`src/sv/cmpr_dxt1_pkg.sv`:
```
// Shared types and constants for the DXT1 block decoder.
// Depends on nothing; imported by every module of the decoder.
package cmpr_dxt1_pkg;

  // Texel rows in one 4x4 block, and the code of the final row.
  localparam int unsigned RowCount = 4;
  localparam logic [1:0]  LastRow  = 2'd3;

  // Alpha byte of every opaque palette entry.
  localparam logic [7:0]  AlphaOpaque = 8'hFF;

  // Fixed-point reciprocal of three: (m * 171) >> 9 equals m / 3 for m < 512.
  localparam logic [7:0]  RecipThree  = 8'd171;
  localparam int unsigned RecipShift  = 9;

  // One compressed block as it arrives.
  typedef struct packed {
    logic [15:0] end_color_a;
    logic [15:0] end_color_b;
    logic [31:0] index_rows;
  } in_word_t;

  // One decoded texel row.
  typedef struct packed {
    logic [1:0]  row_number;
    logic [31:0] texel_zero;
    logic [31:0] texel_one;
    logic [31:0] texel_two;
    logic [31:0] texel_three;
    logic        last_row;
  } out_word_t;

  // Four ARGB8888 palette entries, entry 0 in the low word.
  typedef logic [3:0][31:0] palette_t;

  // A block ready for row output: its palette and its index bits.
  typedef struct packed {
    palette_t    pal;
    logic [31:0] index_rows;
  } block_t;

endpackage

```
`src/sv/cmpr_dxt1_block_decoder.sv`:
```
// Top level of the DXT1 block decoder: input register, palette logic, row output.
// Depends on cmpr_dxt1_pkg, cmpr_dxt1_palette and cmpr_dxt1_row_out.
//
//   channel  | valid       | stall       | word
//   ---------+-------------+-------------+-----------------------------
//   input    | in_valid_i  | in_stall_o  | in_word_i  (one block)
//   output   | out_valid_o | out_stall_i | out_word_o (one texel row)
//
// Each block gives four row words, one per cycle while the output does not stall.
// A taken block passes the input register, then the block register, and its first row
// word is then loaded into the output register.
// Reset clears all valid flags and the row counter; no clearing pass.
// An output stall holds the row word and backs up into the input stall.
module cmpr_dxt1_block_decoder (
  input  logic                     clk_i,
  input  logic                     rst_ni,
  input  logic                     in_valid_i,
  input  cmpr_dxt1_pkg::in_word_t  in_word_i,
  output logic                     in_stall_o,
  output logic                     out_valid_o,
  output cmpr_dxt1_pkg::out_word_t out_word_o,
  input  logic                     out_stall_i
);
  import cmpr_dxt1_pkg::*;

  logic     in_valid_q;
  in_word_t in_q;
  logic     blk_free;
  logic     in_take;
  block_t   blk;

  // The input register takes a word when empty or when its word moves on.
  assign in_stall_o = in_valid_q && !blk_free;
  assign in_take    = in_valid_i && !in_stall_o;

  always_ff @(posedge clk_i or negedge rst_ni) begin
    if (!rst_ni) begin
      in_valid_q <= 1'b0;
    end else if (!in_stall_o) begin
      in_valid_q <= in_valid_i;
    end
  end

  always_ff @(posedge clk_i) begin
    if (in_take) begin
      in_q <= in_word_i;
    end
  end

  // Palette from the registered end colors.
  cmpr_dxt1_palette u_palette (
    .end_color_a_i (in_q.end_color_a),
    .end_color_b_i (in_q.end_color_b),
    .pal_o         (blk.pal)
  );

  assign blk.index_rows = in_q.index_rows;

  // Block register and row sequencing.
  cmpr_dxt1_row_out u_row_out (
    .clk_i       (clk_i),
    .rst_ni      (rst_ni),
    .blk_valid_i (in_valid_q),
    .blk_i       (blk),
    .blk_free_o  (blk_free),
    .out_valid_o (out_valid_o),
    .out_word_o  (out_word_o),
    .out_stall_i (out_stall_i)
  );

endmodule

```
`src/sv/cmpr_dxt1_palette.sv`:
```
// Builds the four-entry ARGB8888 palette from two RGB565 end colors.
// Depends on cmpr_dxt1_pkg. Purely combinational.
module cmpr_dxt1_palette (
  input  logic [15:0]             end_color_a_i,
  input  logic [15:0]             end_color_b_i,
  output cmpr_dxt1_pkg::palette_t pal_o
);
  import cmpr_dxt1_pkg::*;

  // Replicate the top bits of a 5-bit channel into the low bits.
  function automatic logic [7:0] expand5(input logic [4:0] v);
    expand5 = {v, v[4:2]};
  endfunction

  // Replicate the top bits of a 6-bit channel into the low bits.
  function automatic logic [7:0] expand6(input logic [5:0] v);
    expand6 = {v, v[5:4]};
  endfunction

  // from + (to - from) / 3, with the division truncated toward zero.
  function automatic logic [7:0] third_way(input logic [7:0] from, input logic [7:0] to);
    logic        neg;
    logic [7:0]  mag;
    logic [15:0] prod;
    logic [7:0]  quo;
    neg  = (to < from);
    mag  = neg ? (from - to) : (to - from);
    prod = mag * RecipThree;
    quo  = {1'b0, prod[15:RecipShift]};
    third_way = neg ? (from - quo) : (from + quo);
  endfunction

  // Floor of the mean of two channel values.
  function automatic logic [7:0] midpoint(input logic [7:0] x, input logic [7:0] y);
    logic [8:0] sum;
    sum = {1'b0, x} + {1'b0, y};
    midpoint = sum[8:1];
  endfunction

  logic [7:0] ra, ga, ba, rb, gb, bb;
  logic       four_color;

  // Expand both end colors to eight bits per channel.
  assign ra = expand5(end_color_a_i[15:11]);
  assign ga = expand6(end_color_a_i[10:5]);
  assign ba = expand5(end_color_a_i[4:0]);
  assign rb = expand5(end_color_b_i[15:11]);
  assign gb = expand6(end_color_b_i[10:5]);
  assign bb = expand5(end_color_b_i[4:0]);

  // Equal end colors fall into the three-color mode.
  assign four_color = (end_color_a_i > end_color_b_i);

  // Assemble the palette entries.
  always_comb begin
    pal_o[0] = {AlphaOpaque, ra, ga, ba};
    pal_o[1] = {AlphaOpaque, rb, gb, bb};
    if (four_color) begin
      pal_o[2] = {AlphaOpaque, third_way(ra, rb), third_way(ga, gb), third_way(ba, bb)};
      pal_o[3] = {AlphaOpaque, third_way(rb, ra), third_way(gb, ga), third_way(bb, ba)};
    end else begin
      pal_o[2] = {AlphaOpaque, midpoint(ra, rb), midpoint(ga, gb), midpoint(ba, bb)};
      pal_o[3] = 32'h0000_0000;
    end
  end

endmodule

```
`src/sv/cmpr_dxt1_row_out.sv`:
```
// Holds one decoded block and sends its four texel rows through an output register.
// Depends on cmpr_dxt1_pkg.
module cmpr_dxt1_row_out (
  input  logic                     clk_i,
  input  logic                     rst_ni,
  input  logic                     blk_valid_i,
  input  cmpr_dxt1_pkg::block_t    blk_i,
  output logic                     blk_free_o,
  output logic                     out_valid_o,
  output cmpr_dxt1_pkg::out_word_t out_word_o,
  input  logic                     out_stall_i
);
  import cmpr_dxt1_pkg::*;

  logic       hold_valid_q;
  block_t     hold_q;
  logic [1:0] row_q, row_d;
  logic       out_valid_q, out_valid_d;
  out_word_t  out_q, out_d;
  logic       out_free;
  logic       row_move;
  logic       hold_load;
  logic [7:0] row_bits;

  // The output register can take a row when empty or being drained this cycle.
  assign out_free   = !out_valid_q || !out_stall_i;
  assign row_move   = hold_valid_q && out_free;
  assign blk_free_o = !hold_valid_q || (row_move && (row_q == LastRow));
  assign hold_load  = blk_valid_i && blk_free_o;

  // Pick the index byte of the current row; row 0 is the top byte.
  always_comb begin
    unique case (row_q)
      2'd0:    row_bits = hold_q.index_rows[31:24];
      2'd1:    row_bits = hold_q.index_rows[23:16];
      2'd2:    row_bits = hold_q.index_rows[15:8];
      default: row_bits = hold_q.index_rows[7:0];
    endcase
  end

  // Next row counter and output word.
  always_comb begin
    row_d       = row_q;
    out_valid_d = out_valid_q;
    out_d       = out_q;
    if (row_move) begin
      row_d             = row_q + 2'd1;
      out_valid_d       = 1'b1;
      out_d.row_number  = row_q;
      out_d.texel_zero  = hold_q.pal[row_bits[7:6]];
      out_d.texel_one   = hold_q.pal[row_bits[5:4]];
      out_d.texel_two   = hold_q.pal[row_bits[3:2]];
      out_d.texel_three = hold_q.pal[row_bits[1:0]];
      out_d.last_row    = (row_q == LastRow);
    end else if (!out_stall_i) begin
      out_valid_d = 1'b0;
    end
  end

  // Control registers.
  always_ff @(posedge clk_i or negedge rst_ni) begin
    if (!rst_ni) begin
      hold_valid_q <= 1'b0;
      row_q        <= 2'd0;
      out_valid_q  <= 1'b0;
    end else begin
      if (hold_load) begin
        hold_valid_q <= 1'b1;
      end else if (blk_free_o) begin
        hold_valid_q <= 1'b0;
      end
      row_q       <= row_d;
      out_valid_q <= out_valid_d;
    end
  end

  // Payload registers.
  always_ff @(posedge clk_i) begin
    if (hold_load) begin
      hold_q <= blk_i;
    end
    out_q <= out_d;
  end

  assign out_valid_o = out_valid_q;
  assign out_word_o  = out_q;

endmodule

```
`config.mk`:
```
export PLATFORM = sky130hd
export DESIGN_NAME = cmpr_dxt1_block_decoder
export DESIGN_NICKNAME = d
export VERILOG_FILES = /design/src/sv/cmpr_dxt1_pkg.sv /design/src/sv/cmpr_dxt1_block_decoder.sv /design/src/sv/cmpr_dxt1_palette.sv /design/src/sv/cmpr_dxt1_row_out.sv
export SDC_FILE = /design/constraint.sdc
export NUM_CORES = 1
export LEC_CHECK = 0
export ABC_AREA = 1
export BUFFER_PORTS_ARGS = -buffer_cell sky130_fd_sc_hd__buf_4
export CAP_MARGIN = 20
export CORE_ASPECT_RATIO = 0.7
export CORE_MARGIN = 2
export CORE_UTILIZATION = 45
export DETAILED_ROUTE_END_ITERATION = 16
export RECOVER_POWER = 100
export SLEW_MARGIN = 10
export SYNTH_ARGS = -nofsm -noshare
export SYNTH_HDL_FRONTEND = slang
export SYNTH_SLANG_ARGS = --single-unit
```
`constraint.sdc`:
```
create_clock -name clk_i -period 15.8 [get_ports clk_i]
set_clock_uncertainty 0.05 [all_clocks]
set_input_delay 1.58 -clock clk_i [delete_from_list [all_inputs] [get_ports clk_i]]
set_output_delay 1.58 -clock clk_i [all_outputs]
set_load 0.1 [all_outputs]
```
==> flow_metrics.env, run 1 <==
export IMPL_final_max_slew_viol_count=521
export IMPL_synth_fp_nets=3463
export IMPL_cts_hold_buf=0
export IMPL_die_area_um2=58550
export IMPL_final_net_count=3607
export IMPL_numPortBuffers=200
export IMPL_crit_type="flip-flop to flip-flop"
export IMPL_nFillCells=5304
export IMPL_cts_buffer_depth=3
export IMPL_htreeDepth=1
export IMPL_cp_max_fo=19
export IMPL_drive_above_1_share=0.06812
export IMPL_path_buf_inv=8
export IMPL_synthArstFlopShare=0.01754
export IMPL_period_share=0.5677
export IMPL_syn_area_per_cell_um2=8.607
export IMPL_tightest_slew_ns=4.119
export IMPL_dpl_hpwl_um=54950
export IMPL_endpoint_kind="flip-flop"
export IMPL_outcome="finished with violations"
export IMPL_violations="capacitance limit, slew limit"
export IMPL_die_h_um=203.0
export IMPL_area_delta_synth_final_pct=9.447
export IMPL_ys_ff_latch=285
export IMPL_postSynthCellCount=2959
export IMPL_cts_setup_buffers=0
export IMPL_cp_start_kind="flip-flop"
export IMPL_gp_congestion=0.9291
export IMPL_cts_inserted_buffers=31
export IMPL_yosysSeqAreaShare=0.3351
export IMPL_n_antenna_cell=0
export IMPL_wl_per_cell_um=18.02
export IMPL_crit_arrival_ns=9.24
export IMPL_synth_edf_count=280
export IMPL_synth_area_top_cells="edfxtp_1, ha_1, inv_1"
export IMPL_cap_violations=10
export IMPL_ys_warn_count=0
export IMPL_period_minus_slack_ns=8.970
export IMPL_ff_latch_area_um2=8533
export IMPL_drc=0
export IMPL_grt_setup_unrepaired="false"
export IMPL_hp_class="flip-flop to flip-flop"
export IMPL_drtPass1Iterations=6
export IMPL_crit_required_ns=16.07
export IMPL_drt_total_wl_um=69670
export IMPL_cts_resized_gates=0
export IMPL_fmax_mhz=111.5
export IMPL_overflow=0
export IMPL_crit_slowest_cell="o21ai_0"
export IMPL_cts_tree="yes"
export IMPL_grtUsageTotal=0.2339
export IMPL_core_area_um2=55580
export IMPL_vias=20670
export IMPL_row_count=72
export IMPL_grt_max_degree=65
export IMPL_cts_root_buf="clkbuf_16"
export IMPL_hold_viol_final=0
export IMPL_initial_core_util=0.4582
export IMPL_grt_pass1_vias=19462
export IMPL_path_clk_slew_ns=0.06
export IMPL_synth_top_area_share=0.3301
export IMPL_num_io_pins=201
export IMPL_finalSetupTns_ns=0
export IMPL_max_stage_delay_ns=0.74
export IMPL_syn_area_um2=25470
export IMPL_cpLargestDelayFamily="adder cells"
export IMPL_multi_input_area_um2=14390
export IMPL_viasPerCell=5.345
export IMPL_setup_violations=0
export IMPL_drt_initial_drc_count=2003
export IMPL_die_w_um=288.3
export IMPL_grt_pass1_wl_um=108200
export IMPL_clock_sinks=285
export IMPL_synthFlopType="edfxtp_1"
export IMPL_antenna_found_initial=0
export IMPL_synth_distinct_cells=53
export IMPL_antenna_left=0
export IMPL_yosys_area_top_type="edfxtp_1"
export IMPL_slew_headroom=-1.746
export IMPL_clock_latency_ns=0.57
[cell usage after synthesis, drive strengths merged, types with 2 or more instances]
cell type,n
a211oi,5
a21o,3
a21oi,270
a221oi,6
a22o,4
a31oi,5
and2,4
and3,3
buf,58
clkbuf,45
clkinv,3
dfrtp,5
edfxtp,280
fa,87
ha,349
inv,512
nand2,480
nand3,119
nand3b,9
nand4,16
nor2,184
nor3,22
nor4,2
o21a,6
o21ai,328
o21bai,13
o22ai,10
o31ai,9
or2,16
xnor2,16
xor2,87
[final cells by class]
| type | count | share of cell area |
|---|---|---|
| flip-flops and latches | 285 | 0.3061 |
| well taps | 740 | 0.03322 |
| multi-input cells | 2056 | 0.5162 |
| repair buffers | 214 | 0.03663 |
| clock buffers | 35 | 0.02837 |
| clock inverters | 22 | 0.01005 |
| inverters | 515 | 0.06944 |
[registers in the layout, summed over array words and instances, names as in the netlist]
register and cells:
in_q 32, u_row_out.out_valid_o 1, in_valid_q 1, u_row_out.hold_valid_q 1, u_row_out.row_q 2, u_row_out.out_word_o 103
u_row_out.hold_q 113, blk 32
[through the flow]
stage          area, µm²  hold WS [ns]  instances  setup WS [ns]    util
6_report           27870        0.3659       3867          6.830  0.5015
5_1_grt            27870        0.3724       3867          6.020  0.5015
4_1_cts            28560        0.3674       3867          7.110  0.5138
3_5_place_dp       27490        0.3545       3810          7.110  0.4945
3_3_place_gp       27490        0.3506       3810          7.418  0.4945
2_1_floorplan      25470        0.3503       2959          8.368       -
[cells by family (layout without fill, tap and decap cells)]
group | Yosys count | in the layout | synth area share
buffers and inverters | 618 | 786 | 0.09840
AOI/OAI and AO/OA | 662 | 662 | 0.1386
xor gates and xnor gates | 103 | 103 | 0.03807
and+or+nand+nor | 855 | 855 | 0.1500
DFF | 285 | 285 | 0.3351
adders and majority gates | 436 | 436 | 0.2398
[metal layers]
metal,part of all wire,routed length [µm],global-route usage,up-vias
li1,-,-,-,10113
met5,0,0,0,-
met1,0.49,33980,0.3654,9672
met4,0.018,1256,0.04256,0
met2,0.42,29230,0.3508,799
met3,0.075,5208,0.02337,86
[layout by cell type, fill, tap and decap left out, types with 16 or more instances in the layout]
cell type  instances
inv_1            501
nand2_1          435
ha_1             349
o21ai_0          319
edfxtp_1         280
a21oi_1          264
nor2_1           177
clkbuf_1         160
nand3_1          103
fa_1              87
xor2_1            82
clkbuf_4          51
nand2_2           37
clkbuf_16         31
nor3_1            22
xnor2_1           16
nand3_2           16
nand4_1           16
[worst paths after layout]
path | from | end | slack, ns | cells after the start
setup reg to reg | in_q[62] | u_row_out.hold_q[151] | 6.83 | 39
setup / recovery | in_q[62] | u_row_out.hold_q[151] | 6.83 | 39
max in group asynchronous | rst_ni | u_row_out.row_q[1] | 14.66 | 1
min in group asynchronous | rst_ni | in_valid_q | 0.81 | 1
hold / removal | blk[26] | u_row_out.hold_q[26] | 0.37 | 0
hold reg to reg | blk[26] | u_row_out.hold_q[26] | 0.37 | 0
Power of run 1 is not shown: default switching activity piles up to over one toggle a cycle in this logic, so the estimate is an artifact.
==> run 2: changes to the inputs <==
--- a/config.mk
+++ b/config.mk
@@ -12,6 +12,7 @@
 export CORE_MARGIN = 2
 export CORE_UTILIZATION = 45
 export DETAILED_ROUTE_END_ITERATION = 16
+export PLACE_DENSITY = 0.65
 export RECOVER_POWER = 100
 export SLEW_MARGIN = 10
 export SYNTH_ARGS = -nofsm -noshare
==> constraint.sdc (replaced) <==
create_clock -name clk_i -period 7.6 [get_ports clk_i]
set_clock_uncertainty 0.05 [all_clocks]
set_input_delay 0.76 -clock clk_i [delete_from_list [all_inputs] [get_ports clk_i]]
set_output_delay 0.76 -clock clk_i [all_outputs]
set_load 0.1 [all_outputs]
==> flow_metrics.env, run 2 (synthesized netlist as in run 1, its figures left out) <==
export IMPL_drive_above_1_share=0.2024
export IMPL_numPortBuffers=200
export IMPL_cts_buffer_depth=3
export IMPL_cts_root_buf="clkbuf_16"
export IMPL_cts_inserted_buffers=30
export IMPL_grt_max_degree=71
export IMPL_ff_latch_area_um2=8533
export IMPL_grt_pass1_vias=20021
export IMPL_endpoint_kind="flip-flop"
export IMPL_hold_viol_final=0
export IMPL_die_area_um2=58550
export IMPL_crit_required_ns=7.88
export IMPL_die_w_um=288.3
export IMPL_r2r_cells=40
export IMPL_antenna_left=0
export IMPL_met1_usage=0.3782
export IMPL_path_depth=40
export IMPL_outcome="finished clean"
export IMPL_tightest_slew_ns=1.032
export IMPL_hold_path_depth=1
export IMPL_cts_tree="yes"
export IMPL_drc=0
export IMPL_crit_slowest_cell="fa_1"
export IMPL_gp_congestion=0.9072
export IMPL_grt_pass1_wl_um=110900
export IMPL_initial_core_util=0.4582
export IMPL_num_io_pins=201
export IMPL_drt_initial_drc_count=2121
export IMPL_largest_register_ffs=113
export IMPL_drt_total_wl_um=71790
export IMPL_fmax_mhz=138.0
export IMPL_vias=21739
export IMPL_final_common_cell="inv_1"
export IMPL_cap_violations=0
export IMPL_period_share=0.9537
export IMPL_use_met2=0.3495
export IMPL_crit_arrival_ns=7.53
export IMPL_r2r_slack_ns=0.35
export IMPL_antenna_found_initial=1
export IMPL_path_buf_inv=7
export IMPL_final_core_utilization=0.5467
export IMPL_core_area_um2=55580
export IMPL_slew_headroom=0.3113
export IMPL_path_clk_slew_ns=0.06
export IMPL_period_minus_slack_ns=7.248
export IMPL_setup_violations=0
export IMPL_htreeDepth=1
export IMPL_die_h_um=203.0
export IMPL_nFillCells=5000
export IMPL_grtUsageTotal=0.2391
export IMPL_multi_input_area_um2=15020
export IMPL_clock_latency_ns=0.59
export IMPL_final_max_slew_viol_count=0
export IMPL_final_net_count=3797
export IMPL_dpl_hpwl_um=57090
export IMPL_wl_per_cell_um=17.70
export IMPL_layout_common_cells="inv_1, nand2_1, ha_1, buf_4, edfxtp_1"
export IMPL_hp_class="primary input to flip-flop"
export IMPL_viasPerCell=5.360
export IMPL_max_flop_register="u_row_out.hold_q"
export IMPL_crit_type="flip-flop to flip-flop"
export IMPL_max_stage_delay_ns=0.54
export IMPL_overflow=0
export IMPL_drtPass1Iterations=6
export IMPL_area_delta_synth_final_pct=19.32
export IMPL_grt_busiest_layer="met1"
export IMPL_n_antenna_cell=0
export IMPL_cp_max_fo=6
export IMPL_row_count=72
export IMPL_met3_usage=0.03011
export IMPL_clock_sinks=285
export IMPL_cpLargestDelayFamily="adder cells"
export IMPL_cp_start_kind="flip-flop"
export IMPL_crit_top_cell="nand2_1"
## run 2: routing by layer
| metal | vias up | part of all wire | wire (µm) |
|---|---|---|---|
| met5 | - | 0 | 0 |
| met4 | 0 | 0.017 | 1196 |
| met3 | 80 | 0.080 | 5726 |
| met2 | 913 | 0.42 | 29890 |
| met1 | 10214 | 0.49 | 34970 |
| li1 | 10532 | - | - |
## run 2: per-stage QoR
step,cells,hold slack [ns],setup TNS [ns],setup slack [ns],instance area [µm²]
finish,4056,0.3181,0,0.3522,30390
global route,4056,0.3063,-0.1825,-0.07888,30390
CTS,4022,0.2687,0,0.002784,29710
detailed placement,3966,0.3545,-0.09170,-0.09170,28660
global placement,3966,0.3515,0,0.04427,28660
floorplan,2959,0.3503,0,0.1681,25470
## run 2: area by class of cell
cell class / count / share of cell area
multi-input cells: 2057 / 0.4943
flip-flops and latches: 285 / 0.2808
repair buffers: 403 / 0.09581
inverters: 515 / 0.06403
well taps: 740 / 0.03047
clock buffers: 32 / 0.02495
clock inverters: 23 / 0.009388
repair inverters: 1 / 0.0002470
## run 2: worst reg2reg max path, delay by kind of cell (launching register included)
family	cells	cell delay (ns)
buffers and inverters	7	0.41
XOR/XNOR	3	0.55
AO/OA/AOI/OAI	6	0.92
AND/OR/NAND/NOR	16	1.55
flip-flops	1	0.50
adder cells (fa/ha/maj)	8	3.04
## run 2: worst paths after layout
check                         startpoint                    end
max in group asynchronous         rst_ni     u_row_out.row_q[1]
setup reg to reg                in_q[50]  u_row_out.hold_q[103]
min in group asynchronous         rst_ni             in_valid_q
hold reg to reg                   blk[0]    u_row_out.hold_q[0]
setup / recovery                in_q[50]  u_row_out.hold_q[103]
hold / removal             in_word_i[10]                blk[10]
## run 2: repair_timing
action                                 4_1_cts  5_1_grt
gates resized for setup                      4      182
setup buffers                                0       32
pin swaps                                    0       44
cloned                                       0        2
endpoints found under the hold margin        5        0
hold buffers                                 1        0
setup endpoints to repair                    3       18
Power of run 2 is left out for the same reason.
